===== src/dfpl_pkg.sv =====
package dfpl_pkg;

  localparam int NUM_LIGHTS = 8;
  localparam int SLOT_W     = $clog2(NUM_LIGHTS);

  // sqrt unit: four root bits per stage, divider: four quotient bits per stage
  localparam int SQ_STG     = 5;
  localparam int ROOT_W     = 4 * SQ_STG;
  localparam int DIV_STG    = 4;
  localparam int LIGHT_LAT  = SQ_STG + 4;
  localparam int FOG_PAD    = LIGHT_LAT - DIV_STG - 1;

  localparam int SQ_W       = 22;
  localparam int K_W        = 17;
  localparam int PROD_W     = 24;
  localparam int SUM_W      = PROD_W + $clog2(NUM_LIGHTS);
  localparam int S_W        = SUM_W - 16 + 1;

  localparam logic [15:0] FOG_DEPTH_RST = 16'd5120;

  typedef enum logic [1:0] {
    CFG_FOG_DEPTH   = 2'd0,
    CFG_SKY_THEME   = 2'd1,
    CFG_LIGHT_COUNT = 2'd2
  } cfg_idx_t;

  typedef enum logic [1:0] {
    SKY_BLACK = 2'd0,
    SKY_NIGHT = 2'd1,
    SKY_DAY   = 2'd2
  } sky_theme_t;

  typedef enum logic [1:0] {
    KIND_ORANGE = 2'd0,
    KIND_WHITE  = 2'd1
  } light_kind_t;

  typedef struct packed {
    logic signed [16:0] dx;
    logic signed [16:0] dy;
    logic               act;
    logic               white;
  } light_in_t;

  typedef struct packed {
    logic [K_W-1:0] k;
    logic           white;
  } light_out_t;

  function automatic logic [7:0] light_colour(input logic white, input logic [1:0] ch);
    logic [7:0] c;
    c = 8'd0;
    case (ch)
      2'd0:    c = white ? 8'd180 : 8'd220;
      2'd1:    c = white ? 8'd220 : 8'd120;
      2'd2:    c = white ? 8'd255 : 8'd30;
      default: c = 8'd0;
    endcase
    return c;
  endfunction

  function automatic logic [7:0] fog_colour(input logic [1:0] theme, input logic [1:0] ch);
    logic [7:0] c;
    c = 8'd0;
    case (theme)
      SKY_NIGHT: c = (ch == 2'd2) ? 8'd15 : 8'd5;
      SKY_DAY:   c = (ch == 2'd0) ? 8'd10 : ((ch == 2'd1) ? 8'd60 : 8'd150);
      default:   c = 8'd0;
    endcase
    return c;
  endfunction

  // squared radius in q8.8 squared units
  function automatic logic [33:0] radius_sq(input logic white);
    return white ? 34'd2359296 : 34'd1638400;
  endfunction

  // radius with sixteen fraction bits
  function automatic logic [18:0] radius_q16(input logic white);
    return white ? 19'd393216 : 19'd327680;
  endfunction

  // ceil(2^24 / radius), exact for dividends below 2^19
  function automatic logic [21:0] radius_recip(input logic white);
    return white ? 22'd2796203 : 22'd3355444;
  endfunction

endpackage


===== src/dfpl_fog.sv =====
module dfpl_fog (
  input  logic        clk,
  input  logic        en,
  input  logic [15:0] fog_depth,
  input  logic [18:0] num,
  output logic [16:0] w
);

  localparam int DIV_STG = dfpl_pkg::DIV_STG;
  localparam int FOG_PAD = dfpl_pkg::FOG_PAD;

  logic [16:0] rem_r [DIV_STG];
  logic [15:0] q_r   [DIV_STG];
  logic        sat_r [DIV_STG];
  logic [16:0] rem_nxt [DIV_STG];
  logic [15:0] q_nxt   [DIV_STG];
  logic        sat_in;
  logic [33:0] qq;
  logic [16:0] w_r [FOG_PAD+1];

  // saturated when 5*d >= 4*depth, which also covers zero depth
  assign sat_in = 20'(num) >= 20'({fog_depth, 2'b00});

  always_comb begin
    logic [16:0] rem, r2;
    logic [15:0] q;
    logic        b;
    int          i;
    for (int st = 0; st < DIV_STG; st++) begin
      if (st == 0) begin
        rem = num[18:2];
        q   = '0;
      end else begin
        rem = rem_r[st-1];
        q   = q_r[st-1];
      end
      for (int j = 0; j < 4; j++) begin
        i  = 15 - 4 * st - j;
        b  = (st == 0 && j < 2) ? num[1-j] : 1'b0;
        r2 = {rem[15:0], b};
        if (r2 >= {1'b0, fog_depth}) begin
          rem  = r2 - {1'b0, fog_depth};
          q[i] = 1'b1;
        end else begin
          rem  = r2;
        end
      end
      rem_nxt[st] = rem;
      q_nxt[st]   = q;
    end
  end

  assign qq = 34'(q_r[DIV_STG-1]) * 34'(q_r[DIV_STG-1]);

  always_ff @(posedge clk) begin
    if (en) begin
      for (int st = 0; st < DIV_STG; st++) begin
        rem_r[st] <= rem_nxt[st];
        q_r[st]   <= q_nxt[st];
      end
      sat_r[0] <= sat_in;
      for (int st = 1; st < DIV_STG; st++) begin
        sat_r[st] <= sat_r[st-1];
      end
      w_r[0] <= sat_r[DIV_STG-1] ? 17'h10000 : qq[32:16];
      for (int s = 0; s < FOG_PAD; s++) begin
        w_r[s+1] <= w_r[s];
      end
    end
  end

  assign w = w_r[FOG_PAD];

endmodule


===== config.mk =====
export PLATFORM = sky130hd
export DESIGN_NAME = dfpl_fog
export DESIGN_NICKNAME = d
export VERILOG_FILES = /design/src/dfpl_pkg.sv /design/src/dfpl_fog.sv
export SDC_FILE = /design/constraint.sdc
export NUM_CORES = 1
export LEC_CHECK = 0
export ABC_CLOCK_PERIOD_IN_PS = 15500
export BUFFER_PORTS_ARGS = -buffer_cell sky130_fd_sc_hd__buf_4
export CAP_MARGIN = 20
export CORE_MARGIN = 4
export CORE_UTILIZATION = 53
export DETAILED_ROUTE_END_ITERATION = 8
export HOLD_SLACK_MARGIN = 0.06
export PLACE_DENSITY_LB_ADDON = 0.25
export SKIP_CTS_REPAIR_TIMING = 1
export SLEW_MARGIN = 10
export SYNTH_ARGS = -nofsm -noshare
export SYNTH_HDL_FRONTEND = slang
export SYNTH_SLANG_ARGS = --single-unit

===== constraint.sdc =====
create_clock -name clk -period 15.5 [get_ports clk]
set_input_delay 1.55 -clock clk [delete_from_list [all_inputs] [get_ports clk]]
set_output_delay 1.55 -clock clk [all_outputs]
set_load 0.02 [all_outputs]

==> impl_metrics.toml <==
[global_routing]
grt_remaining_overflow = 0
grt_pass1_vias = 20800
grt_pass1_wl_mm = 109
antenna_found_initial = 0
grt_start_max_net_pins = 66
track_usage_pct = 25.6

[drt]
drt_pass1_iterations = 6
wl_per_cell_um = 19.4
vias = 20800
antenna_left = 0
drc_errors = 0
drt-total-wl_mm = 68.0
viasPerCell = 5.92
drt_iter0_drc = 1320

[yosys]
dominantRegCellSynth = "edfxtp_1"
async_flop_share_pct = 0
synth_edf_count = 177
syn-cell-area_um2 = 26200
synth.distinct_cells = 92
ys_ff_latch = 177
ys_warn_count = 0
syn_nets = 3365
synthCells = 2797
netlist_top_cells_area = "edfxtp_1 20%, ha_1 17%, fa_1 13%"
synth_top_area_share_pct = 20.3
syn_area_per_cell_um2 = 9.36
synth_top_area_cell = "edfxtp_1"
yosysSeqAreaShare_pct = 20.3

[setup_path]
slowest_stage = "o21a_1"
cp-startpoint = "fog_depth[1]"
cp_data_arrival_time_ps = 13600
crit_path_start_kind = "input pin"
cp-end-kind = "flop"
reg2reg_from = "rem_r[0][11]$_DFFE_PP_"
crit_type = "in2reg"
max_stage_delay_ps = 590
critPathMaxFanout = 23
path_common_cell = "ha_1"
required_ps = 15740

[timing]
timing.fmax_ghz = 0.0748
slew_headroom_pct = 35.1
rsz0062_at_grt = "false"
min_period_ps = 13360
drv_slew = 0
worstMarginPinSlew_ps = 970
finalClockSkew_ps = 20.4
tns_ps = 0
finalHoldViolCount = 0
setup_viol = 0
fin_crit_sh_pct = 86.2

[clock_tree]
cts-root-buf = "clkbuf_16"
ctsHtreeMaxLevel = 4
clk_latency_ps = 500
clock_path_buffers = 2
cts_sinks = 177
cts_buffers = 17
cts_tree = "built"
clk_pin_slew_ps = 80

[finish]
layout.nets = 3394
antenna_cells = 0
mostFrequentLayoutCell = "ha_1"
fin_cells = 3503
synthToLayoutAreaGrowth_pct = 6.36
finish.utilization_pct = 57.0
layout-drive-gt1-share_pct = 10.5
final_cell_mix = "362 x ha_1, 274 x inv_1, 206 x nor2_1"

[place]
port_buffers = 53
hpwl_mm = 53.1
gp_congestion = 0.932
dp_cells = 3470

[die]
coreArea_um2 = 48800
io_pins = 54
placementRows = 81
start_util_pct = 53.6
dieHeight_um = 230
die_area_um2 = 53000
die_w_um = 230

[flow_run]
max_cap_viol_count = 0

[min_path]
hold_start = "w_r[0][33]$_DFFE_PP_"
hold_path_class = "reg2reg"

[outcome]
status = "finished clean"
routing by layer:
metal | routed length, µm | global-route usage (%) | vias up
met5 | 0 | 0 | -
met4 | 2950 | 11.2 | 0
met3 | 2790 | 3.27 | 152
met2 | 33200 | 44.2 | 506
met1 | 29000 | 32.3 | 10000
li1 | - | - | 10100
worst paths after layout:
| check | cells after the start | end | slack (ps) |
|---|---|---|---|
| worst max-delay path | 44 | rem_r[0][7]$_DFFE_PP_ | 2140 |
| worst min-delay path | 0 | w_r[0][50]$_DFFE_PP_ | 410 |
| worst max register to register | 40 | rem_r[1][13]$_DFFE_PP_ | 3340 |
| worst min register to register | 0 | w_r[0][50]$_DFFE_PP_ | 410 |
flip-flops by register name, summed over array words and instances (netlist names):
signal	count
q_r	40
rem_r	48
sat_r	4
w_r	85
stage by stage:
step	hold WS [ps]	cell area, µm²	setup slack (ps)
after floorplan	400	26200	3820
after global placement	401	27200	1910
after detailed placement	405	27200	1590
after CTS	412	27800	2110
after global routing	414	27900	1240
final	409	27900	2140
synthesized netlist by cell type (all sizes together), types with 5 or more instances:
master   number
a2111oi       6
a211o        10
a211oi       24
a21boi       17
a21o         83
a21oi       174
a311o         5
a31o         12
a31oi        23
and2         66
and3         25
and4          9
buf          33
clkbuf       36
edfxtp      177
fa          169
ha          362
inv         279
mux2        134
mux2i        10
nand2       176
nand2b       27
nand3        42
nand3b       10
nand4        35
nor2        208
nor2b        36
nor3         52
nor3b         7
nor4         12
o2111ai      10
o211ai       17
o21a         54
o21ai       122
o21bai       27
o31a         11
o31ai        21
or2          13
or3          20
xnor2       132
xor2         58
critical path, delay by kind of cell:
kind            cells  cell delay, ps
compound gates     25            6930
simple gates        5            1210
fa+ha+maj           4            1280
buf+inv             7            1590
mux                 3            1020
cells by family after synthesis:
group                      count (synthesis)  share of synthesized area (%)
and+or+nand+nor                          748                           14.3
AOI/OAI and AO/OA                        658                           17.0
adders and majority gates                531                           30.2
buffers and inverters                    349                           5.44
xor gates and xnor gates                 190                           6.35
DFF                                      177                           20.3
muxes                                    144                           6.42
final cells by class:
type,count,area [µm²]
clock buffer,17,425
clock inverter,15,173
fill,4354,21000
inverter,280,1050
multi-input combinational,2271,19500
sequential,177,5320
tap,664,831
timing repair buffer,79,603
Power is left out: the tool's default activity adds up to more than one toggle a clock period on the data nets, which glitch-free logic cannot reach.
